### config.mk
export PLATFORM = sky130hd
export DESIGN_NAME = sorted_insert_list_core
export DESIGN_NICKNAME = d
export VERILOG_FILES = /design/src/sv/sil_pkg.sv /design/src/sv/sil_ram.sv /design/src/sv/sorted_insert_list_core.sv
export SDC_FILE = /design/constraint.sdc
export NUM_CORES = 1
export LEC_CHECK = 0
export BUFFER_PORTS_ARGS = -buffer_cell sky130_fd_sc_hd__buf_2
export CAP_MARGIN = 10
export CORE_ASPECT_RATIO = 1.75
export CORE_MARGIN = 5
export CORE_UTILIZATION = 27
export CTS_BUF_LIST = sky130_fd_sc_hd__clkbuf_8
export DETAILED_ROUTE_END_ITERATION = 7
export SYNTH_ARGS = -nofsm -noshare
export SYNTH_HDL_FRONTEND = slang
export SYNTH_HIERARCHICAL = 1
export SYNTH_SLANG_ARGS = --single-unit
### constraint.sdc
create_clock -name clk -period 13.36 [get_ports clk]
set_clock_uncertainty 0.2 [all_clocks]
set_input_delay 0.668 -clock clk [delete_from_list [all_inputs] [get_ports clk]]
set_output_delay 0.668 -clock clk [all_outputs]
set_load 0.05 [all_outputs]
### src/sv/sil_pkg.sv
package sil_pkg;

    // Field widths fixed by the interface
    localparam int VAL_W   = 32;
    localparam int POS_W   = 6;
    localparam int DEPTH_DEFAULT = 16;

    typedef enum logic {
        REQ_INSERT = 1'b0,
        REQ_DUMP   = 1'b1
    } req_kind_t;

    typedef enum logic [1:0] {
        STAT_INSERTED = 2'd0,
        STAT_FULL     = 2'd1,
        STAT_DUMPED   = 2'd2,
        STAT_EMPTY    = 2'd3
    } status_t;

    typedef enum logic [2:0] {
        S_IDLE,
        S_INS_RD,
        S_INS_CMP,
        S_DMP_RD,
        S_DMP_OUT
    } state_t;

    typedef struct packed {
        logic                    req_type;
        logic signed [VAL_W-1:0] value;
    } req_t;

    typedef struct packed {
        status_t                 status;
        logic signed [VAL_W-1:0] out_value;
        logic [POS_W-1:0]        position;
        logic                    last;
    } rsp_t;

endpackage

### src/sv/sil_ram.sv
module sil_ram #(
    parameter int DEPTH = sil_pkg::DEPTH_DEFAULT,
    parameter int AW    = (DEPTH > 1) ? $clog2(DEPTH) : 1
) (
    input  logic                         clk,
    input  logic                         wr_en,
    input  logic [AW-1:0]                wr_addr,
    input  logic [sil_pkg::VAL_W-1:0]    wr_data,
    input  logic                         rd_en,
    input  logic [AW-1:0]                rd_addr,
    output logic [sil_pkg::VAL_W-1:0]    rd_data
);

    logic [sil_pkg::VAL_W-1:0] mem [DEPTH];
    logic [sil_pkg::VAL_W-1:0] rd_data_reg;

    always_ff @(posedge clk)
    begin
        if (wr_en)
        begin
            mem[wr_addr] <= wr_data;
        end
    end

    // Registered read; hold the last word while idle
    always_ff @(posedge clk)
    begin
        if (rd_en)
        begin
            rd_data_reg <= mem[rd_addr];
        end
    end

    assign rd_data = rd_data_reg;

endmodule

### src/sv/sorted_insert_list_core.sv
// Channel | Direction | Handshake               | Payload
// req     | in        | req_valid / req_ready   | sil_pkg::req_t (req_type, value)
// rsp     | out       | rsp_valid / rsp_ready   | sil_pkg::rsp_t (status, out_value, position, last)
//
// A new request is accepted only in the idle state, once the previous one is done.
// Insert: each stored entry not smaller than the value moves up one slot, and each
//   moved entry costs one RAM read and one compare-and-write.
// Full insert and empty dump give a single response; a dump streams all N entries in order.
// Rate is set by the entry RAM (one access a cycle, registered read) and the one comparator.
// Reset clears the sequencer, entry count and output valid; the RAM is not cleared.
// A stalled rsp holds the output register; the sequencer waits until it drains.
module sorted_insert_list_core #(
    parameter int DEPTH = sil_pkg::DEPTH_DEFAULT
) (
    input  logic          clk,
    input  logic          rst_n,
    input  logic          req_valid,
    output logic          req_ready,
    input  sil_pkg::req_t req,
    output logic          rsp_valid,
    input  logic          rsp_ready,
    output sil_pkg::rsp_t rsp
);

    localparam int AW = (DEPTH > 1) ? $clog2(DEPTH) : 1;
    localparam int CW = $clog2(DEPTH + 1);
    localparam int PW = sil_pkg::POS_W;
    localparam int VW = sil_pkg::VAL_W;

    sil_pkg::state_t state_reg, state_next;
    sil_pkg::req_t   req_reg;
    logic [CW-1:0]   count_reg, count_next;
    // Insert: hole index, scanning down. Dump: read index, scanning up.
    logic [CW-1:0]   idx_reg, idx_next;
    logic            out_valid_reg, out_valid_next;
    sil_pkg::rsp_t   out_reg, out_next;

    logic            emit;
    logic            slot_free;
    logic            wr_en, rd_en;
    logic [AW-1:0]   wr_addr, rd_addr;
    logic [VW-1:0]   wr_data, rd_data;
    logic            not_smaller;
    logic            req_fire;

    sil_ram #(
        .DEPTH (DEPTH),
        .AW    (AW)
    ) u_ram (
        .clk     (clk),
        .wr_en   (wr_en),
        .wr_addr (wr_addr),
        .wr_data (wr_data),
        .rd_en   (rd_en),
        .rd_addr (rd_addr),
        .rd_data (rd_data)
    );

    assign req_ready = (state_reg == sil_pkg::S_IDLE);
    assign req_fire  = req_valid && req_ready;
    assign slot_free = !out_valid_reg || rsp_ready;

    // The single compare unit: stored entry against the offered value
    assign not_smaller = ($signed(rd_data) >= req_reg.value);

    always_comb
    begin
        state_next = state_reg;
        count_next = count_reg;
        idx_next   = idx_reg;
        emit       = 1'b0;
        out_next   = out_reg;
        wr_en      = 1'b0;
        wr_addr    = idx_reg[AW-1:0];
        wr_data    = req_reg.value;
        rd_en      = 1'b0;
        rd_addr    = idx_reg[AW-1:0];

        case (state_reg)
            sil_pkg::S_IDLE:
            begin
                if (req_fire)
                begin
                    if (req.req_type == sil_pkg::REQ_DUMP)
                    begin
                        idx_next   = '0;
                        state_next = sil_pkg::S_DMP_RD;
                    end
                    else
                    begin
                        // Start with the hole just past the last entry
                        idx_next   = count_reg;
                        state_next = sil_pkg::S_INS_RD;
                    end
                end
            end

            sil_pkg::S_INS_RD:
            begin
                if (count_reg == CW'(DEPTH))
                begin
                    // Drop the value and report full
                    if (slot_free)
                    begin
                        emit               = 1'b1;
                        out_next.status    = sil_pkg::STAT_FULL;
                        out_next.out_value = req_reg.value;
                        out_next.position  = '0;
                        out_next.last      = 1'b1;
                        state_next         = sil_pkg::S_IDLE;
                    end
                end
                else if (idx_reg == '0)
                begin
                    // Hole reached the front: place the value there
                    if (slot_free)
                    begin
                        wr_en              = 1'b1;
                        emit               = 1'b1;
                        out_next.status    = sil_pkg::STAT_INSERTED;
                        out_next.out_value = req_reg.value;
                        out_next.position  = '0;
                        out_next.last      = 1'b1;
                        count_next         = count_reg + 1'b1;
                        state_next         = sil_pkg::S_IDLE;
                    end
                end
                else
                begin
                    rd_en      = 1'b1;
                    rd_addr    = AW'(idx_reg - 1'b1);
                    state_next = sil_pkg::S_INS_CMP;
                end
            end

            sil_pkg::S_INS_CMP:
            begin
                if (not_smaller)
                begin
                    // Advance the entry into the hole, move the hole down
                    wr_en      = 1'b1;
                    wr_data    = rd_data;
                    idx_next   = idx_reg - 1'b1;
                    state_next = sil_pkg::S_INS_RD;
                end
                else if (slot_free)
                begin
                    wr_en              = 1'b1;
                    emit               = 1'b1;
                    out_next.status    = sil_pkg::STAT_INSERTED;
                    out_next.out_value = req_reg.value;
                    out_next.position  = PW'(idx_reg);
                    out_next.last      = 1'b1;
                    count_next         = count_reg + 1'b1;
                    state_next         = sil_pkg::S_IDLE;
                end
            end

            sil_pkg::S_DMP_RD:
            begin
                if (count_reg == '0)
                begin
                    if (slot_free)
                    begin
                        emit               = 1'b1;
                        out_next.status    = sil_pkg::STAT_EMPTY;
                        out_next.out_value = '0;
                        out_next.position  = '0;
                        out_next.last      = 1'b1;
                        state_next         = sil_pkg::S_IDLE;
                    end
                end
                else
                begin
                    rd_en      = 1'b1;
                    state_next = sil_pkg::S_DMP_OUT;
                end
            end

            sil_pkg::S_DMP_OUT:
            begin
                // Hold the read word until the output slot drains
                if (slot_free)
                begin
                    emit               = 1'b1;
                    out_next.status    = sil_pkg::STAT_DUMPED;
                    out_next.out_value = rd_data;
                    out_next.position  = PW'(idx_reg);
                    out_next.last      = (idx_reg == count_reg - 1'b1);
                    if (idx_reg == count_reg - 1'b1)
                    begin
                        state_next = sil_pkg::S_IDLE;
                    end
                    else
                    begin
                        idx_next   = idx_reg + 1'b1;
                        state_next = sil_pkg::S_DMP_RD;
                    end
                end
            end

            default:
            begin
                state_next = sil_pkg::S_IDLE;
            end
        endcase

        if (emit)
        begin
            out_valid_next = 1'b1;
        end
        else if (rsp_ready)
        begin
            out_valid_next = 1'b0;
        end
        else
        begin
            out_valid_next = out_valid_reg;
        end
    end

    always_ff @(posedge clk or negedge rst_n)
    begin
        if (!rst_n)
        begin
            state_reg     <= sil_pkg::S_IDLE;
            count_reg     <= '0;
            idx_reg       <= '0;
            out_valid_reg <= 1'b0;
        end
        else
        begin
            state_reg     <= state_next;
            count_reg     <= count_next;
            idx_reg       <= idx_next;
            out_valid_reg <= out_valid_next;
        end
    end

    // Payload registers: capture the request, load the result slot
    always_ff @(posedge clk)
    begin
        if (req_fire)
        begin
            req_reg <= req;
        end
        if (emit)
        begin
            out_reg <= out_next;
        end
    end

    assign rsp_valid = out_valid_reg;
    assign rsp       = out_reg;

`ifndef NO_ASSERTIONS
    // Occupancy never passes the store depth
    a_count_bound: assert property (@(posedge clk) disable iff (!rst_n)
        count_reg <= CW'(DEPTH))
        else $error("entry count exceeds depth");

    // Occupancy only ever grows by one per insert
    a_count_step: assert property (@(posedge clk) disable iff (!rst_n)
        (count_reg != $past(count_reg)) |-> (count_reg == $past(count_reg) + 1'b1))
        else $error("entry count jumped");

    // A full report only comes from a full store
    a_full_status: assert property (@(posedge clk) disable iff (!rst_n)
        (rsp_valid && rsp.status == sil_pkg::STAT_FULL) |-> (count_reg == CW'(DEPTH)))
        else $error("full status with free room");

    // A dumped entry lies inside the occupied range
    a_dump_pos: assert property (@(posedge clk) disable iff (!rst_n)
        (rsp_valid && rsp.status == sil_pkg::STAT_DUMPED) |->
            (CW'(rsp.position) < count_reg))
        else $error("dumped position out of range");
`endif

endmodule

# Yosys cells after proc, flatten, opt, wreduce, memory -nomap -nowiden
# Memory sizes are Yosys's and may differ from the RTL's. A register that Yosys moved wholly into a read port is not among the register bits.
# Cells that the tools add are included.
totals:
  output_inout_bits: 43
  latch_bits: 0
  romBits: 0
  regBits: 87
  ram_bits: 512
  mem_count: 1
mem_list:
  columns: ["memory", "depth", "width", "rd", "rd_ports_with_merged_regs", "wr", "line", "rtl"]
  rows:
  - ["u_ram.mem", 16, 32, 1, 1, 1, "sil_ram.sv:14", "logic [sil_pkg::VAL_W-1:0] mem [DEPTH];"]
op_classes:
  order_cmp: 1
  mul: 0
  n_mux: 53
  n_eq_ne: 19
  add_sub_neg: 4
  n_reduce_logical: 14
  shifts: 0
  n_div: 0
  bitwise_logic: 0
op_table:
  columns: ["cell", "n"]
  rows:
  - ["2-to-1 mux 41 bit", 9]
  - ["one-hot mux 41 bit (4 select lines)", 1]
  - ["2-to-1 mux 32 bit", 2]
  - ["2-to-1 mux 5 bit", 9]
  - ["greater-or-equal comparator 32 bit", 1]
  - ["2-to-1 mux 3 bit", 7]
  - ["inequality test 2 bit (second input constant)", 9]
  - ["one-hot mux 3 bit (5 select lines)", 1]
  - ["one-hot mux 5 bit (3 select lines)", 1]
  - ["2-to-1 mux 1 bit", 14]
  - ["2-to-1 mux 4 bit", 3]
  - ["adder 5 x 1 -> 5 bit (second input constant)", 2]
  - ["logical NOT 5 bit", 2]
  - ["one-hot mux 5 bit (2 select lines)", 1]
  - ["AND reduction 10 bit", 1]
  - ["subtractor 5 x 1 -> 5 bit (second input constant)", 2]
  - ["inequality test 3 bit (second input constant)", 3]
  - ["equality test 3 x 2 -> 1 bit (second input constant)", 2]
  - ["equality test 5 bit", 1]
  - ["equality test 5 bit (second input constant)", 1]
  - ["AND reduction 5 bit", 1]
  - ["2-to-1 mux 2 bit", 2]
  - ["one-hot mux 1 bit (2 select lines)", 2]
  - ["one-hot mux 1 bit (4 select lines)", 1]
  - ["12 further kinds", 13]

# Logic depth before layout (Yosys ltp)
logic_depth:
  ltp_word: 8
  mapped_depth: 13
  ltp_nobuf: 11

# Cells and area by module
# The synthesis kept the hierarchy.
by_module_without_submodules:
  columns: ["mod", "area_each_um2", "n_inst", "cells_per_inst"]
  rows:
  - ["sil_ram", 20155.6, 1, 838]
  - ["sorted_insert_list_core", 4963.5, 1, 459]

# Worst setup path before layout
# No wires, ideal clock.
synth_timing:
  path_kind: "reg-to-reg"
  startpoint: "register u_ram.rd_data_reg, in the netlist u_ram/rd_data[30] (read register of u_ram.mem)"
  endpoint: "memory u_ram/mem[0][0] (netlist name), enable pin"
  path_stages_with_launch: 10
  setup_time_ns: 0.461
  path_buffers: 0
  slack_ns: 8.040
  arrival_time_ns: 4.659
  path_cell_list: "edfxtp_1 ha_1 a21oi_1 nand2_1 a221o_1 nor3_2 nor4_1 o22ai_1 or3b_2 nor3_1"
synth_via:
  elab_chain_cells: 5
synth_lines:
  columns: ["item", "line", "rtl"]
  rows:
  - ["start, declared", "sil_ram.sv:15", "logic [sil_pkg::VAL_W-1:0] rd_data_reg;"]
  - ["greater-or-equal comparator 32 bit", "sorted_insert_list_core.sv:64", "assign not_smaller = ($signed(rd_data) >= req_reg.value);"]
  - ["2-to-1 mux 1 bit", "sorted_insert_list_core.sv:138", "if (not_smaller)"]
  - ["one-hot mux 1 bit (2 select lines)", "sorted_insert_list_core.sv:79", "case (state_reg)"]
  - ["named net wr_en", "sorted_insert_list_core.sv:40", "logic wr_en, rd_en;"]
  - ["2-to-1 mux 1 bit", "sil_ram.sv:19", "if (wr_en)"]
  - ["2-to-1 mux 1 bit (implied by the code)", "sil_ram.sv:21", "mem[wr_addr] <= wr_data;"]
  - ["end, declared", "sil_ram.sv:14", null]
# The timed path passes the listed nets, and every way through them passes these cells.

# Worst setup path in the final report
layout_timing:
  startpoint: "register idx_reg[0]"
  endpoint: "register u_ram.rd_data_reg, in the netlist u_ram/rd_data[11] (read register of u_ram.mem) (data pin)"
layout_via:
  elab_chain_cells: 4
  word_cells_on_any_way: 8
layout_lines:
  columns: ["item", "line", "rtl"]
  rows:
  - ["start, declared", "sorted_insert_list_core.sv:34", "logic [CW-1:0] idx_reg, idx_next;"]
  - ["start signal, assigned", "sorted_insert_list_core.sv:235", "idx_reg <= idx_next;"]
  - ["subtractor 5 x 1 -> 5 bit or logical NOT 5 bit (tied branches)", null, null]
  - ["2-to-1 mux 4 bit", "sorted_insert_list_core.sv:113", "else if (idx_reg == '0)"]
  - ["2-to-1 mux 4 bit", "sorted_insert_list_core.sv:100", "if (count_reg == CW'(DEPTH))"]
  - ["2-to-1 mux 4 bit *", "sorted_insert_list_core.sv:79", null]
  - ["named net rd_addr[0]", "sorted_insert_list_core.sv:41", "logic [AW-1:0] wr_addr, rd_addr;"]
# The timed path passes the listed nets; every way through them passes the cells marked *.
# A chain may end at the register's enable or synchronous reset.

==> out/qor.txt <==
Slew @ Worst Pin: 1310 ps
Mapped cell area: 25,100 µm²
Max stage delay on crit path: 890 ps
EDFF count, synth: 616
DR vias/cell: 4.72
Vias after detailed routing: 12,900
Status: finished, final reports clean
Vias in the first global route: 13,700
Reg2Reg Setup Slack: 7370 ps
Endpoints failing setup: 0
Slew headroom: 0.126
Final Critical Period: 5990 ps
Post-synth top area share: 0.736
Routed Antenna Nets: 0
CTS Buf Count: 85
Layout Area Growth over Synthesis: 15.9%
Synthesized area per cell: 19.4 µm²
Die X: 241 µm
GR Util met1: 0.148
CP Launch Type: flip-flop
Post-synth top cells: edfxtp_1 (616), mux4_2 (128), nand2_1 (96), a22oi_1 (65), o21ai_0 (45)
Pre-Repair DR Iteration Count: 5
Share of cells above drive strength 1: 0.266
Flop and latch count out of synthesis: 630
Register area share after synthesis: 0.750
Post-DP HPWL: 36,100 µm
Met3 Use GR: 0.0199
Core area: 92,800 µm²
CTS Sinks: 630
Worst Path Buf+Inv: 4
Count leader, synth: edfxtp_1
Die Y-Extent: 413 µm
Crit. End Element: flip-flop
Overall routing resource usage: 0.124
Top Usage Layer GRT: met2
DRC viols: 0
Average wire per standard cell: 22.7 µm
FP Rows: 148
CP Max Fanout: 48
Hold Path Class: input port to async pin
WP data arrival: 6200 ps
Setup TNS: 0 ps
Routability cong.: 0.829
Final Max Tran Viols: 0
Largest Register: u_ram/mem
Max H-tree Level: 3
Num ports: 80
Final WL: 61,800 µm
Final Cycle Share: 0.448
Crit path max-delay family: buffers and inverters
Initial DRC Count: 897
Area leader, netlist: edfxtp_1
R2R cell count: 12
Cell depth of the worst setup path: 12
P_leak: 9.43 nW
Post-CTS setup buffer count: 0
Max reg flops: 512
Global route overflow: 0
Pwr dens: 242 nW/µm²
Clock Tree Buf Depth: 3
Critical path type: flip-flop to flip-flop
Fin Hold WS: 236 ps
Fin. Hold Viols: 0
CP cell instances: inv_1 -> ha_1 -> nor2b_1 -> and2_1 -> nand2b_1 -> xnor2_2 -> buf_4 -> buf_4 -> buf_4 -> mux4_2 -> a22oi_1 -> nand2_1
Most used DFF post-synth: edfxtp_1
Root Buffer: clkbuf_8
FMAX: 167 MHz
PortBufs: 78
RR Endpoint: u_ram/rd_data[11]$_DFFE_PP_
Starting density of the core: 0.271
Worst reg2reg startpoint: idx_reg[0]$_DFFE_PN0P_
Die area: 99,500 µm²
Worst Path Required: 13,570 ps
Mapped Cells: 1,297
RSZ-0062 raised after global routing: no
Final net count: 1,535
Peak VDD IR: 0.156 mV
Async set or reset register ratio after synthesis: 0.0222
CTS tree: built
Post-synth net total: 1,371
First-pass GRT wire length: 91,400 µm
Largest net degree at the start of global routing: 70
Max Cap Violations: 0
Met2 GRT Util: 0.225
Cell with the most instances on the worst path: buf_4
Synth top area cells: edfxtp_1 (74%), mux4_2 (11%), a22oi_1 (1.9%)
Initial antenna violation count: 4
Clock transition at path regs: 80 ps
Worst skew pair latency: 690 ps
Ys Warns: 6
Distinct cell type count of the synthesized netlist: 57
Worst path slowest cell: buf_4
## how the worst max path moves through the flow
stage	end	slack, ps	startpoint
after global routing	u_ram/rd_data[11]$_DFFE_PP_	6760	idx_reg[0]$_DFFE_PN0P_
final	u_ram/rd_data[11]$_DFFE_PP_	7370	idx_reg[0]$_DFFE_PN0P_
after detailed placement	u_ram/rd_data[11]$_DFFE_PP_	7240	idx_reg[0]$_DFFE_PN0P_
after global placement	u_ram/rd_data[6]$_DFFE_PP_	7390	idx_reg[0]$_DFFE_PN0P_
after CTS	u_ram/rd_data[11]$_DFFE_PP_	7200	idx_reg[0]$_DFFE_PN0P_
after floorplan	u_ram/mem[0][0]$_DFFE_PP_	8040	u_ram/rd_data[30]$_DFFE_PP_
## what timing repair did
action / 4_1_cts / 5_1_grt
hold buffers: 33 / 0
gates resized for setup: 0 / 0
setup endpoints to repair: 0 / 0
hold endpoints to repair: 46 / 0
## metrics by stage
stage,setup WS [ps],power (mW),instances,utilization,area (µm²)
3_3_place_gp,7390,5.61,2541,0.292,27100
5_1_grt,6760,7.43,2726,0.314,29100
3_5_place_dp,7240,5.66,2541,0.292,27100
4_1_cts,7200,7.15,2725,0.314,29100
6_report,7370,7.05,2726,0.314,29100
2_1_floorplan,8040,4.89,1297,-,25100
## kinds of logic (layout without fill, tap and decap cells)
| family | count (synthesis) | after routing | share of synthesized area |
|---|---|---|---|
| flops | 630 | 630 | 0.750 |
| simple gates | 193 | 193 | 0.0361 |
| mux | 163 | 163 | 0.130 |
| compound gates | 156 | 156 | 0.0416 |
| buf+inv | 104 | 332 | 0.0184 |
| fa+ha+maj | 37 | 37 | 0.0184 |
| xor+xnor | 13 | 13 | 0.00453 |
| other cells | 1 | 2 | 0.000149 |
## area by class of cell
cell class | count | area, µm²
inverters | 38 | 143
repair buffers | 143 | 961
flip-flops and latches | 630 | 18800
diodes | 1 | 2.50
clock buffers | 89 | 1220
fillers | 8902 | 63700
well taps | 1200 | 1500
multi-input cells | 563 | 5970
clock inverters | 62 | 454
## report_power, final
group          switching [mW]  internal, mW  leakage, nW
clock                   0.721         0.741        0.929
sequential              0.156          2.73         5.76
combinational            1.67          1.03         2.74
## routing by layer
| layer | routed length, µm | vias up |
|---|---|---|
| met4 | 1660 | 2 |
| met2 | 33000 | 446 |
| li1 | - | 5584 |
| met1 | 23800 | 6747 |
| met3 | 3300 | 92 |
| met5 | 13 | - |
## placed cells by master, fill, tap and decap left out, types with 17 or more instances in the layout
| cell | instances |
|---|---|
| ha_1 | 37 |
| inv_1 | 58 |
| buf_2 | 78 |
| edfxtp_1 | 616 |
| buf_4 | 32 |
| mux2_2 | 18 |
| a22oi_1 | 65 |
| o21ai_0 | 44 |
| dlygate4sd3_1 | 33 |
| nand2_1 | 95 |
| clkbuf_8 | 89 |
| mux4_2 | 128 |
| a21oi_1 | 19 |
| mux2_1 | 17 |
No activity file was read; power rests on OpenSTA's default activity.
